### config.mk
export PLATFORM = sky130hd
export DESIGN_NAME = arp_address_resolver_core_flat
export DESIGN_NICKNAME = d
export VERILOG_FILES = /design/src/arp_pkg.sv /design/src/arp_if.sv /design/src/arp_queue.sv /design/src/arp_front.sv /design/src/arp_back.sv /design/src/arp_address_resolver_core.sv /design/src/flat_wrapper.sv
export SDC_FILE = /design/constraint.sdc
export NUM_CORES = 1
export LEC_CHECK = 0
export BUFFER_PORTS_ARGS = -buffer_cell sky130_fd_sc_hd__buf_4
export CAP_MARGIN = 20
export CORE_MARGIN = 8
export CORE_UTILIZATION = 30
export DETAILED_ROUTE_END_ITERATION = 6
export GPL_ROUTABILITY_DRIVEN = 0
export PLACE_DENSITY = 0.5
export REMOVE_ABC_BUFFERS = 1
export SKIP_CTS_REPAIR_TIMING = 1
export SYNTH_ARGS = -nofsm -noshare
export SYNTH_HDL_FRONTEND = slang
export SYNTH_HIERARCHICAL = 1
export SYNTH_SLANG_ARGS = --single-unit
### constraint.sdc
create_clock -name clk -period 10.8 [get_ports clk]
set_clock_uncertainty 0.1 [all_clocks]
set_input_delay 0.54 -clock clk [delete_from_list [all_inputs] [get_ports clk]]
set_output_delay 0.54 -clock clk [all_outputs]
set_load 0.01 [all_outputs]
### src/arp_pkg.sv
// ----------------------------------------------------------------------------
// ARP resolver package
// Shared types and protocol constants of the ARP resolver.
// ----------------------------------------------------------------------------
package arp_pkg;

  localparam int MAC_W   = 48;
  localparam int IP_W    = 32;
  localparam int POS_W   = 6;
  localparam int CFG_IDX_W = 2;

  localparam logic [POS_W-1:0] POS_MAX = 6'd63;

  localparam logic CMD_START = 1'b0;
  localparam logic CMD_RX    = 1'b1;

  localparam logic KIND_TX     = 1'b0;
  localparam logic KIND_REPORT = 1'b1;

  localparam logic [CFG_IDX_W-1:0] CFG_OWN_MAC   = 2'd0;
  localparam logic [CFG_IDX_W-1:0] CFG_OWN_IP    = 2'd1;
  localparam logic [CFG_IDX_W-1:0] CFG_TARGET_IP = 2'd2;

  localparam logic [7:0]  BCAST_BYTE    = 8'hff;
  localparam logic [15:0] ETHERTYPE_ARP = 16'h0806;
  localparam logic [15:0] HTYPE_ETH     = 16'h0001;
  localparam logic [15:0] PTYPE_IPV4    = 16'h0800;
  localparam logic [7:0]  HLEN_ETH      = 8'd6;
  localparam logic [7:0]  PLEN_IPV4     = 8'd4;
  localparam logic [15:0] OP_REQUEST    = 16'h0001;
  localparam logic [15:0] OP_REPLY      = 16'h0002;

  localparam int QUEUE_DEPTH = 4;
  localparam int QPTR_W      = 2;

  typedef struct packed {
    logic [MAC_W-1:0] own_mac;
    logic [IP_W-1:0]  own_ip;
    logic [IP_W-1:0]  target_ip;
  } cfg_t;

  typedef struct packed {
    logic             report;
    logic [MAC_W-1:0] mac;
  } q_entry_t;

  typedef struct packed {
    logic full;
    logic empty;
  } q_status_t;

  typedef enum logic {
    BK_IDLE,
    BK_SEND
  } back_state_t;

endpackage

### src/arp_if.sv
// ----------------------------------------------------------------------------
// ARP resolver channel interfaces
// Valid/ready channels for input requests and result items.
// ----------------------------------------------------------------------------
interface arp_in_if;
  logic       valid;
  logic       ready;
  logic       command;
  logic [7:0] rx_byte;
  logic       rx_last;

  modport source (output valid, output command, output rx_byte, output rx_last,
                  input ready);
  modport sink   (input valid, input command, input rx_byte, input rx_last,
                  output ready);
endinterface

interface arp_out_if;
  logic        valid;
  logic        ready;
  logic        kind;
  logic [7:0]  tx_byte;
  logic        tx_last;
  logic [47:0] resolved_mac;

  modport source (output valid, output kind, output tx_byte, output tx_last,
                  output resolved_mac, input ready);
  modport sink   (input valid, input kind, input tx_byte, input tx_last,
                  input resolved_mac, output ready);
endinterface

### src/arp_queue.sv
// ----------------------------------------------------------------------------
// ARP job queue
// Short FIFO of jobs between the parsing front end and the transmit back end.
// ----------------------------------------------------------------------------
module arp_queue (
  input  logic                clk,
  input  logic                rst_n,
  input  logic                push,
  input  arp_pkg::q_entry_t   push_entry,
  input  logic                pop,
  output arp_pkg::q_entry_t   head,
  output arp_pkg::q_status_t  status
);

  arp_pkg::q_entry_t                 entries_r [arp_pkg::QUEUE_DEPTH];
  logic [arp_pkg::QPTR_W-1:0]        wr_ptr_r, wr_ptr_nxt;
  logic [arp_pkg::QPTR_W-1:0]        rd_ptr_r, rd_ptr_nxt;
  logic [arp_pkg::QPTR_W:0]          count_r, count_nxt;

  always_comb begin
    wr_ptr_nxt = wr_ptr_r;
    rd_ptr_nxt = rd_ptr_r;
    count_nxt  = count_r;
    if (push) begin
      wr_ptr_nxt = wr_ptr_r + 1'b1;
    end
    if (pop) begin
      rd_ptr_nxt = rd_ptr_r + 1'b1;
    end
    if (push && !pop) begin
      count_nxt = count_r + 1'b1;
    end else if (pop && !push) begin
      count_nxt = count_r - 1'b1;
    end
  end

  always_ff @(posedge clk) begin
    if (!rst_n) begin
      wr_ptr_r <= '0;
      rd_ptr_r <= '0;
      count_r  <= '0;
    end else begin
      wr_ptr_r <= wr_ptr_nxt;
      rd_ptr_r <= rd_ptr_nxt;
      count_r  <= count_nxt;
    end
  end

  always_ff @(posedge clk) begin
    if (push) begin
      entries_r[wr_ptr_r] <= push_entry;
    end
  end

  assign head         = entries_r[rd_ptr_r];
  assign status.full  = (count_r == (arp_pkg::QPTR_W+1)'(arp_pkg::QUEUE_DEPTH));
  assign status.empty = (count_r == '0);

endmodule

### src/arp_front.sv
// ----------------------------------------------------------------------------
// ARP front end
// Accepts requests, parses received frames by position and queues jobs.
// ----------------------------------------------------------------------------
module arp_front (
  input  logic                         clk,
  input  logic                         rst_n,
  arp_in_if.sink                       in_ch,
  input  logic [arp_pkg::IP_W-1:0]     target_ip,
  input  arp_pkg::q_status_t           q_status,
  output logic                         push,
  output arp_pkg::q_entry_t            push_entry
);

  logic                         armed_r, armed_nxt;
  logic [arp_pkg::POS_W-1:0]    pos_r, pos_nxt;
  logic                         eth_ok_r, eth_ok_nxt;
  logic                         op_ok_r, op_ok_nxt;
  logic                         ip_ok_r, ip_ok_nxt;
  logic [arp_pkg::MAC_W-1:0]    mac_r, mac_nxt;
  logic                         accept;
  logic [7:0]                   tgt_byte;
  logic [7:0]                   b;

  assign in_ch.ready = !q_status.full;
  assign accept      = in_ch.valid && in_ch.ready;
  assign b           = in_ch.rx_byte;

  always_comb begin
    case (pos_r[1:0])
      2'd0:    tgt_byte = target_ip[31:24];
      2'd1:    tgt_byte = target_ip[23:16];
      2'd2:    tgt_byte = target_ip[15:8];
      2'd3:    tgt_byte = target_ip[7:0];
      default: tgt_byte = target_ip[7:0];
    endcase
  end

  always_comb begin
    armed_nxt         = armed_r;
    pos_nxt           = pos_r;
    eth_ok_nxt        = eth_ok_r;
    op_ok_nxt         = op_ok_r;
    ip_ok_nxt         = ip_ok_r;
    mac_nxt           = mac_r;
    push              = 1'b0;
    push_entry.report = 1'b0;
    if (accept) begin
      if (in_ch.command == arp_pkg::CMD_START) begin
        push      = 1'b1;
        armed_nxt = 1'b1;
      end else begin
        if (pos_r == 6'd12 && b != arp_pkg::ETHERTYPE_ARP[15:8]) eth_ok_nxt = 1'b0;
        if (pos_r == 6'd13 && b != arp_pkg::ETHERTYPE_ARP[7:0])  eth_ok_nxt = 1'b0;
        if (pos_r == 6'd20 && b != arp_pkg::OP_REPLY[15:8])      op_ok_nxt  = 1'b0;
        if (pos_r == 6'd21 && b != arp_pkg::OP_REPLY[7:0])       op_ok_nxt  = 1'b0;
        if (pos_r >= 6'd22 && pos_r < 6'd28) begin
          mac_nxt = {mac_r[arp_pkg::MAC_W-9:0], b};
        end
        if (pos_r >= 6'd28 && pos_r < 6'd32 && b != tgt_byte) ip_ok_nxt = 1'b0;
        if (in_ch.rx_last) begin
          if (armed_r && pos_r >= 6'd31 && eth_ok_nxt && op_ok_nxt && ip_ok_nxt) begin
            push              = 1'b1;
            push_entry.report = 1'b1;
            armed_nxt         = 1'b0;
          end
          pos_nxt    = '0;
          eth_ok_nxt = 1'b1;
          op_ok_nxt  = 1'b1;
          ip_ok_nxt  = 1'b1;
        end else if (pos_r != arp_pkg::POS_MAX) begin
          pos_nxt = pos_r + 1'b1;
        end
      end
    end
    push_entry.mac = mac_nxt;
  end

  always_ff @(posedge clk) begin
    if (!rst_n) begin
      armed_r  <= 1'b0;
      pos_r    <= '0;
      eth_ok_r <= 1'b1;
      op_ok_r  <= 1'b1;
      ip_ok_r  <= 1'b1;
      mac_r    <= '0;
    end else begin
      armed_r  <= armed_nxt;
      pos_r    <= pos_nxt;
      eth_ok_r <= eth_ok_nxt;
      op_ok_r  <= op_ok_nxt;
      ip_ok_r  <= ip_ok_nxt;
      mac_r    <= mac_nxt;
    end
  end

endmodule

### src/arp_back.sv
// ----------------------------------------------------------------------------
// ARP back end
// Drains queued jobs: sends the request frame byte by byte or one report.
// ----------------------------------------------------------------------------
module arp_back #(
  parameter int REQUEST_LENGTH = 42
) (
  input  logic                clk,
  input  logic                rst_n,
  input  arp_pkg::cfg_t       cfg,
  input  arp_pkg::q_entry_t   head,
  input  arp_pkg::q_status_t  q_status,
  output logic                pop,
  arp_out_if.source           out_ch
);

  localparam int CNT_W = $clog2(REQUEST_LENGTH);
  localparam logic [CNT_W-1:0] LAST_POS = CNT_W'(REQUEST_LENGTH - 1);

  arp_pkg::back_state_t         state_r, state_nxt;
  logic [CNT_W-1:0]             cnt_r, cnt_nxt;
  logic                         valid_r, valid_nxt;
  logic                         kind_r, kind_nxt;
  logic [7:0]                   byte_r, byte_nxt;
  logic                         last_r, last_nxt;
  logic [arp_pkg::MAC_W-1:0]    mac_r, mac_nxt;
  logic                         out_free;
  logic [7:0]                   req_byte;

  always_comb begin
    case (cnt_r)
      CNT_W'(0), CNT_W'(1), CNT_W'(2),
      CNT_W'(3), CNT_W'(4), CNT_W'(5):  req_byte = arp_pkg::BCAST_BYTE;
      CNT_W'(6),  CNT_W'(22):           req_byte = cfg.own_mac[47:40];
      CNT_W'(7),  CNT_W'(23):           req_byte = cfg.own_mac[39:32];
      CNT_W'(8),  CNT_W'(24):           req_byte = cfg.own_mac[31:24];
      CNT_W'(9),  CNT_W'(25):           req_byte = cfg.own_mac[23:16];
      CNT_W'(10), CNT_W'(26):           req_byte = cfg.own_mac[15:8];
      CNT_W'(11), CNT_W'(27):           req_byte = cfg.own_mac[7:0];
      CNT_W'(12):                       req_byte = arp_pkg::ETHERTYPE_ARP[15:8];
      CNT_W'(13):                       req_byte = arp_pkg::ETHERTYPE_ARP[7:0];
      CNT_W'(14):                       req_byte = arp_pkg::HTYPE_ETH[15:8];
      CNT_W'(15):                       req_byte = arp_pkg::HTYPE_ETH[7:0];
      CNT_W'(16):                       req_byte = arp_pkg::PTYPE_IPV4[15:8];
      CNT_W'(17):                       req_byte = arp_pkg::PTYPE_IPV4[7:0];
      CNT_W'(18):                       req_byte = arp_pkg::HLEN_ETH;
      CNT_W'(19):                       req_byte = arp_pkg::PLEN_IPV4;
      CNT_W'(20):                       req_byte = arp_pkg::OP_REQUEST[15:8];
      CNT_W'(21):                       req_byte = arp_pkg::OP_REQUEST[7:0];
      CNT_W'(28):                       req_byte = cfg.own_ip[31:24];
      CNT_W'(29):                       req_byte = cfg.own_ip[23:16];
      CNT_W'(30):                       req_byte = cfg.own_ip[15:8];
      CNT_W'(31):                       req_byte = cfg.own_ip[7:0];
      CNT_W'(38):                       req_byte = cfg.target_ip[31:24];
      CNT_W'(39):                       req_byte = cfg.target_ip[23:16];
      CNT_W'(40):                       req_byte = cfg.target_ip[15:8];
      CNT_W'(41):                       req_byte = cfg.target_ip[7:0];
      default:                          req_byte = 8'h00;
    endcase
  end

  assign out_free = !valid_r || out_ch.ready;

  always_comb begin
    state_nxt = state_r;
    cnt_nxt   = cnt_r;
    valid_nxt = valid_r;
    kind_nxt  = kind_r;
    byte_nxt  = byte_r;
    last_nxt  = last_r;
    mac_nxt   = mac_r;
    pop       = 1'b0;
    if (out_free) begin
      case (state_r)
        arp_pkg::BK_SEND: begin
          valid_nxt = 1'b1;
          kind_nxt  = arp_pkg::KIND_TX;
          byte_nxt  = req_byte;
          last_nxt  = (cnt_r == LAST_POS);
          mac_nxt   = '0;
          if (cnt_r == LAST_POS) begin
            state_nxt = arp_pkg::BK_IDLE;
            cnt_nxt   = '0;
          end else begin
            cnt_nxt = cnt_r + 1'b1;
          end
        end
        arp_pkg::BK_IDLE: begin
          valid_nxt = 1'b0;
          if (!q_status.empty) begin
            pop       = 1'b1;
            valid_nxt = 1'b1;
            if (head.report) begin
              kind_nxt = arp_pkg::KIND_REPORT;
              byte_nxt = 8'h00;
              last_nxt = 1'b0;
              mac_nxt  = head.mac;
            end else begin
              kind_nxt  = arp_pkg::KIND_TX;
              byte_nxt  = req_byte;
              last_nxt  = 1'b0;
              mac_nxt   = '0;
              state_nxt = arp_pkg::BK_SEND;
              cnt_nxt   = cnt_r + 1'b1;
            end
          end
        end
        default: begin
          state_nxt = arp_pkg::BK_IDLE;
          cnt_nxt   = '0;
          valid_nxt = 1'b0;
        end
      endcase
    end
  end

  always_ff @(posedge clk) begin
    if (!rst_n) begin
      state_r <= arp_pkg::BK_IDLE;
      cnt_r   <= '0;
      valid_r <= 1'b0;
    end else begin
      state_r <= state_nxt;
      cnt_r   <= cnt_nxt;
      valid_r <= valid_nxt;
    end
  end

  always_ff @(posedge clk) begin
    kind_r <= kind_nxt;
    byte_r <= byte_nxt;
    last_r <= last_nxt;
    mac_r  <= mac_nxt;
  end

  assign out_ch.valid        = valid_r;
  assign out_ch.kind         = kind_r;
  assign out_ch.tx_byte      = byte_r;
  assign out_ch.tx_last      = last_r;
  assign out_ch.resolved_mac = mac_r;

endmodule

### src/arp_address_resolver_core.sv
// ----------------------------------------------------------------------------
// ARP address resolver core
// Sends broadcast ARP requests and reports the MAC of the matching reply.
// ----------------------------------------------------------------------------
// Usage:
//   in_ch  : requests. command 0 starts a request frame and arms the block;
//            command 1 carries one received frame byte, rx_last on the last.
//   out_ch : results. kind 0 is one transmit byte (tx_last on the final one),
//            kind 1 reports resolved_mac of a matching ARP reply.
//   cfg_*  : write own_mac, own_ip and target_ip while the block is idle.
// Received bytes are taken at one per cycle while the job queue is not
// full. A start yields REQUEST_LENGTH output bytes, one per cycle while
// the receiver is ready, paced by the back end byte counter; the front
// end keeps parsing meanwhile until the four-entry job queue fills. A
// request's first result passes the job queue, then the output register.
// A stalled receiver holds the output register; jobs back up in the queue
// and in_ch.ready drops only when the queue is full.
// Reset clears the configuration, disarms and drops pending jobs; the block
// accepts requests in the first cycle after reset.
// ----------------------------------------------------------------------------
module arp_address_resolver_core #(
  parameter int REQUEST_LENGTH = 42
) (
  input  logic                              clk,
  input  logic                              rst_n,
  arp_in_if.sink                            in_ch,
  arp_out_if.source                         out_ch,
  input  logic                              cfg_we,
  input  logic [arp_pkg::CFG_IDX_W-1:0]     cfg_index,
  input  logic [arp_pkg::MAC_W-1:0]         cfg_data
);

  arp_pkg::cfg_t       cfg_r, cfg_nxt;
  arp_pkg::q_entry_t   push_entry;
  arp_pkg::q_entry_t   head;
  arp_pkg::q_status_t  q_status;
  logic                push;
  logic                pop;

  always_comb begin
    cfg_nxt = cfg_r;
    if (cfg_we) begin
      case (cfg_index)
        arp_pkg::CFG_OWN_MAC:   cfg_nxt.own_mac   = cfg_data;
        arp_pkg::CFG_OWN_IP:    cfg_nxt.own_ip    = cfg_data[arp_pkg::IP_W-1:0];
        arp_pkg::CFG_TARGET_IP: cfg_nxt.target_ip = cfg_data[arp_pkg::IP_W-1:0];
        default:                cfg_nxt = cfg_r;
      endcase
    end
  end

  always_ff @(posedge clk) begin
    if (!rst_n) begin
      cfg_r <= '0;
    end else begin
      cfg_r <= cfg_nxt;
    end
  end

  arp_front u_front (
    .clk        (clk),
    .rst_n      (rst_n),
    .in_ch      (in_ch),
    .target_ip  (cfg_r.target_ip),
    .q_status   (q_status),
    .push       (push),
    .push_entry (push_entry)
  );

  arp_queue u_queue (
    .clk        (clk),
    .rst_n      (rst_n),
    .push       (push),
    .push_entry (push_entry),
    .pop        (pop),
    .head       (head),
    .status     (q_status)
  );

  arp_back #(
    .REQUEST_LENGTH (REQUEST_LENGTH)
  ) u_back (
    .clk      (clk),
    .rst_n    (rst_n),
    .cfg      (cfg_r),
    .head     (head),
    .q_status (q_status),
    .pop      (pop),
    .out_ch   (out_ch)
  );

endmodule

### src/flat_wrapper.sv
// flat-port wrapper written by rule: the top's interface ports become plain ports
module arp_address_resolver_core_flat 
#(
  parameter int REQUEST_LENGTH = 42
)
  (clk, rst_n, cfg_we, cfg_index, cfg_data, in_ch_valid, in_ch_command, in_ch_rx_byte, in_ch_rx_last, in_ch_ready, out_ch_valid, out_ch_kind, out_ch_tx_byte, out_ch_tx_last, out_ch_resolved_mac, out_ch_ready);
  arp_in_if in_ch_i ();
  arp_out_if out_ch_i ();
  input  logic clk;
  input  logic rst_n;
  input  logic cfg_we;
  input  logic [arp_pkg::CFG_IDX_W-1:0] cfg_index;
  input  logic [arp_pkg::MAC_W-1:0] cfg_data;
  input wire logic [$bits(in_ch_i.valid)-1:0] in_ch_valid;
  input wire logic [$bits(in_ch_i.command)-1:0] in_ch_command;
  input wire logic [$bits(in_ch_i.rx_byte)-1:0] in_ch_rx_byte;
  input wire logic [$bits(in_ch_i.rx_last)-1:0] in_ch_rx_last;
  output wire logic [$bits(in_ch_i.ready)-1:0] in_ch_ready;
  output wire logic [$bits(out_ch_i.valid)-1:0] out_ch_valid;
  output wire logic [$bits(out_ch_i.kind)-1:0] out_ch_kind;
  output wire logic [$bits(out_ch_i.tx_byte)-1:0] out_ch_tx_byte;
  output wire logic [$bits(out_ch_i.tx_last)-1:0] out_ch_tx_last;
  output wire logic [$bits(out_ch_i.resolved_mac)-1:0] out_ch_resolved_mac;
  input wire logic [$bits(out_ch_i.ready)-1:0] out_ch_ready;
  assign in_ch_i.valid = in_ch_valid;
  assign in_ch_i.command = in_ch_command;
  assign in_ch_i.rx_byte = in_ch_rx_byte;
  assign in_ch_i.rx_last = in_ch_rx_last;
  assign in_ch_ready = in_ch_i.ready;
  assign out_ch_valid = out_ch_i.valid;
  assign out_ch_kind = out_ch_i.kind;
  assign out_ch_tx_byte = out_ch_i.tx_byte;
  assign out_ch_tx_last = out_ch_i.tx_last;
  assign out_ch_resolved_mac = out_ch_i.resolved_mac;
  assign out_ch_i.ready = out_ch_ready;
  arp_address_resolver_core #(.REQUEST_LENGTH(REQUEST_LENGTH)) u_core (.clk(clk), .rst_n(rst_n), .in_ch(in_ch_i), .out_ch(out_ch_i), .cfg_we(cfg_we), .cfg_index(cfg_index), .cfg_data(cfg_data));
endmodule
After elaboration in Yosys (flattened, before gate mapping)
Memories as Yosys holds them, arrays and structs flattened. A register that Yosys moved wholly into a read port is not among the register bits. Cells that the tools add are included.

Input port bits: 65. Memory bits (writable): 196. Output and inout bits: 60. Memories kept: 1. Register bits after elaboration: 243.

Memories: u_core.u_queue.entries_r (depth 4, width 49, read ports 1, clocked after Yosys merged registers in 1, write ports 1, RTL line arp_queue.sv:15) `arp_pkg::q_entry_t entries_r [arp_pkg::QUEUE_DEPTH];`.

Magnitude comparators: 5. Bitwise operators: 1. Add/subtract/negate cells: 6. Eq/ne operators: 51. Mux-type cells: 59. Reductions and logical operators: 44.

Operators by type and width (count): $mux 48 (5); $pmux 8 s19 (1); $eq 6x5->1 const B (16); $pmux 48 s2 (1); $eq 6x4->1 const B (9); $mux 1 (34); $pmux 8 s4 (1); $mux 6 (5); $eq 6x3->1 const B (4); $eq 6x6->1 const B (4); $ge 6x5->1 const B (3); $reduce_or 2->1 (9); $mux 8 (2); $pmux 8 s2 (1); $logic_and 1x1->1 (14); $add 6x1->6 const B (2); $eq 6x2->1 const B (2); $pmux 6 s2 (1); $reduce_and 2->1 (5); $reduce_and 3->1 (3); $ne 8x2->1 const B (1); $ne 8x3->1 const B (1); $ne 8x4->1 const B (1); $ne 8x8->1 (1); 24 further kinds (40).

Depth between registers and ports, before layout
Depth in word-level cells: 17. Depth in mapped cells: 15. Depth with buffers taken out: 14.

Modules after synthesis
Netlist, hierarchy kept.

By module, submodules not included: arp_queue (instances 1, area each 7537.2 um^2, sequential area each 6065.8 um^2, cells each 299); arp_address_resolver_core (instances 1, area each 4169.0 um^2, sequential area each 2242.2 um^2, cells each 418); arp_back (instances 1, area each 3584.7 um^2, sequential area each 1901.8 um^2, cells each 308); arp_front (instances 1, area each 2945.3 um^2, sequential area each 1161.1 um^2, cells each 282).

Worst setup path after synthesis
OpenSTA, ideal clock, no wires.

Kind: input to register. Start: input port out_ch_ready. End: register u_core.u_back.kind_r, in the netlist u_core/u_back/out_ch.kind (enable). Setup time: 493 ps. Path buffers: 0. Cell stages on the path: 2. Required time: 10207 ps. Slack: 6746 ps. Data arrival time: 3461 ps. Cells stage by stage: nor2b_1 a21oi_1.

Longest elaborated chain between the ends: 2.

RTL lines: start: declaration (RTL line flat_wrapper.sv:24) `input wire logic [$bits(out_ch_i.ready)-1:0] out_ch_ready;`; $logic_or 1x1->1 (RTL line arp_back.sv:62) `assign out_free = !valid_r || out_ch.ready;`; $reduce_and 2->1 (no line); end signal: assignment (RTL line arp_back.sv:130) `kind_r <= kind_nxt;`; end: declaration (RTL line arp_back.sv:23) `logic kind_r, kind_nxt;`.

No other way between the ends. A chain may end at the register's enable or synchronous reset.

Worst setup path after layout
Start: register u_core/u_front/pos_r[1] (netlist name). End: register u_core/u_queue/count_r[2] (netlist name).

Longest elaborated chain between the ends: 16. Elaborated cells between the ends (all ways): 43.

RTL lines: start: declaration (RTL line arp_front.sv:16) `logic [arp_pkg::POS_W-1:0] pos_r, pos_nxt;`; start signal: assignment (RTL line arp_front.sv:89) `pos_r <= pos_nxt;`; branches (longest 8 deep; another with $pmux 8 s4); $logic_and 1x1->1 * (RTL line arp_front.sv:62) `if (armed_r && pos_r >= 6'd31 && eth_ok_nxt && op_ok_nxt && ip_ok_nxt) begin`; $mux 1 * (RTL line arp_front.sv:62); $mux 1 * (RTL line arp_front.sv:61) `if (in_ch.rx_last) begin`; $mux 1 * (RTL line arp_front.sv:49) `if (in_ch.command == arp_pkg::CMD_START) begin`; $mux 1 * (RTL line arp_front.sv:48) `if (accept) begin`; via u_core.push (RTL line arp_address_resolver_core.sv:37) `logic push;`; $logic_not 1->1 (RTL line arp_queue.sv:32) `end else if (pop && !push) begin`; $logic_and 1x1->1 (RTL line arp_queue.sv:32); $reduce_bool 2->1 (no line); end signal: assignment (RTL line arp_queue.sv:45) `count_r <= count_nxt;`; end: declaration (RTL line arp_queue.sv:18) `logic [arp_pkg::QPTR_W:0] count_r, count_nxt;`.

Mark *: on every way through the listed nets, which the timed path passes. The select of a mux whose other input is x is not followed.

==> run metrics <==
outcome=finished, final reports clean; setup TNS=0 ns; initial antenna violation count=0; #FFs+latches synth=about 440; unrepaired setup endpoints after global routing=no; Clock transition at path regs=~0.060 ns; CP Data Required Time=~11 ns; max-slew violations=0; DIE AREA=approximately 69,000 um2; Max-cap violations=0; Worst-Skew Late Latency=0.58 ns; synth warn=6; Post-Syn Instances=between 1,000 and 1,500; Die X-Extent=around 260 um; sequential-to-total area share from yosys stat=about 62%; WHS=0.1153 ns; CTS tree=built; post-synthesis cell area=18,240 um2; Synth Flop Type=edfxtp_1; Distinct cells, synth=80; Max Fclk=approximately 260 MHz; GR Util All Layers=between 10% and 20%; wire per inst=just under 20 um; fillers=between 5,000 and 6,000; n_diodes=0; pin count of the biggest net entering global routing=slightly below 100; HPWL reported at the end of detailed placement=about 27,000 um; Final #Nets=about 1,500; initial core utilization=30.27%; first-pass GRT wire length=just under 70,000 um; Setup crit start kind=register; clock buffers created by TritonCTS=48; synth-to-layout area growth=17.21%; Final Setup Violations=0; critical path arrival=~4.2 ns; relative slew slack=23.75%; Power per Cell Area=roughly 210 nW/um2; Worst setup EP type=register; kind of critical path=reg2reg; drt total wl=about 44,000 um; fraction of layout cells with a size suffix above 1=22.66%; Placeable Area=approximately 60,000 um2; Util after Layout=between 30% and 40%; fraction of registers with async set/reset=0%; Die Y-Extent=between 200 and 300 um; Final min period=3.833 ns; Avg Inst Size Synth=roughly 14 um2; Antenna Nets Post-Route=0; period utilization=between 30% and 40%; vias in the first global route=around 11,000; H-tree levels=2; Peak VDD IR=around 0.00011 V; Clock Tree Root=clkbuf_16; crit-path max FO=12; io pins=approximately 130; actual slew at the worst max-slew pin=around 1.1 ns; vias=between 10,000 and 15,000; Clock Path Buffers=3; hold crit path type=in2reg; drt via density=~4.8; aggregate global routing overflow=0; Pleak=between 0.007 and 0.008 uW; Buffers on Ports=124; DRT iter0 DRCs=approximately 740; CTS sink count=441; number of synthesized flops with an enable pin=roughly 250; post-route DRC violation count=0; Final Hold Vio Count=0; TritonRoute pass-1 iters=7; row count=90
## layout by cell type (no fill, tap or decap), types with 6 or more instances in the layout
master / count
edfxtp_1: 254
dfxtp_1: 185
nand2_1: 181
buf_4: 140
mux2i_1: 122
and2_1: 106
clkbuf_16: 49
mux4_2: 47
mux2_2: 28
nor2_1: 21
mux2_4: 20
inv_1: 19
a22oi_1: 19
clkbuf_1: 16
a21oi_1: 14
ha_1: 14
a222oi_1: 13
xnor2_1: 13
a32oi_1: 12
clkbuf_8: 10
nor2b_1: 9
o21ai_0: 8
nand3b_1: 7
and4_1: 7
nand2b_1: 7
xor2_1: 7
nor3_1: 6
nand3_1: 6
a31oi_1: 6
and3_1: 6
## cell type report
type | count | area [um2] | share of cell area (%)
sequential | 441 | 11380 | 53.22
multi-input combinational | 760 | 6305 | 29.50
clock buffer | 75 | 1424 | 6.662
timing repair buffer | 142 | 1090 | 5.099
tap | 782 | 978.4 | 4.578
clock inverter | 13 | 122.6 | 0.5737
inverter | 21 | 78.83 | 0.3688
## report_power, final
group	switching [uW]	internal (uW)
registers	73.7	2010
clock network	665	934
logic	494	405
total	1230	3350
## critical path: stages, from the launching register on
cell and delay, ns:
dfxtp_1 0.45, inv_1 0.12, ha_1 0.37, a222oi_1 0.34, mux2i_1 0.14, xnor2_1 0.16, nand4_1 0.15, nor2_1 0.23
o32a_1 0.37, ha_1 0.25, inv_1 0.06, fa_1 0.37, xor2_1 0.17, or3_1 0.30, a21boi_0 0.17
## path summary, 6_finish.rpt
check,from,to,slack (ns),cells after the start
worst max register to register,u_core/u_front/pos_r[1],u_core/u_queue/count_r[2],6.97,14
worst min-delay path,cfg_data[45],u_core/cfg_r[109],0.12,3
worst max-delay path,u_core/u_front/pos_r[1],u_core/u_queue/count_r[2],6.97,14
worst min register to register,u_core/cfg_r[109],u_core/cfg_r[109],0.36,2
## stage by stage
stage | setup WS [ns] | cell area (um2) | total power [uW] | cells
CTS | 6.959 | 21350 | 4666 | 2233
floorplan | 6.270 | 17720 | 2626 | 1222
detailed placement | 6.979 | 19800 | 3046 | 2145
global placement | 7.111 | 19790 | 3039 | 2144
finish | 6.967 | 21370 | 4583 | 2234
global route | 6.699 | 21370 | 4806 | 2234
## cell usage after synthesis, drive strengths merged (6+ instances only)
| library cell | number | area [um2] |
|---|---|---|
| edfxtp | 254 | 7627 |
| dfxtp | 187 | 3744 |
| nand2 | 182 | 685.7 |
| mux2i | 122 | 1221 |
| and2 | 111 | 696.9 |
| buf | 59 | 415.4 |
| mux4 | 49 | 1111 |
| mux2 | 48 | 615.6 |
| clkbuf | 26 | 98.84 |
| inv | 21 | 78.83 |
| nor2 | 21 | 78.83 |
| a22oi | 19 | 142.6 |
| a21oi | 15 | 75.07 |
| ha | 14 | 175.2 |
| a222oi | 13 | 130.1 |
| xnor2 | 13 | 113.9 |
| a32oi | 12 | 105.1 |
| o21ai | 11 | 55.05 |
| nor2b | 10 | 62.56 |
| and3 | 7 | 48.80 |
| and4 | 7 | 61.31 |
| nand2b | 7 | 43.79 |
| nand3b | 7 | 52.55 |
| xor2 | 7 | 61.31 |
| a221oi | 6 | 58.80 |
| a31oi | 6 | 37.54 |
| nand3 | 6 | 30.03 |
| nor3 | 6 | 30.03 |
## logic make-up (layout without fill, tap and decap cells)
family	Yosys count	count (layout)	share of synthesized area [%]
xor gates and xnor gates	20	20	0.9606
and+or+nand+nor	389	389	11.05
muxes	219	219	16.16
buffers and inverters	106	251	3.252
AOI/OAI and AO/OA	117	117	5.146
DFF	441	441	62.35
adders and majority gates	15	15	1.070
## layer usage
layer	global-route usage, %	vias up	wire, um
met4	3.622	0	907
met5	0	-	0
met1	16.26	5371	20030
met3	2.526	56	2283
li1	-	5038	-
met2	20.91	294	21080
## sequential cells by signal, summed over array words and instances (netlist names), 2 cells and up, named ones only
signal,count
u_core/u_queue/count_r,3
u_core/u_queue/wr_ptr_r,2
u_core/u_back/out_ch.tx_byte,8
u_core/u_back/cnt_r,6
u_core/u_queue/entries_r,196
u_core/u_front/pos_r,6
u_core/u_back/out_ch.resolved_mac,48
u_core/u_front/mac_r,48
u_core/u_queue/rd_ptr_r,2
u_core/cfg_r,112
Note: power is estimated with default switching activity, not from simulation.
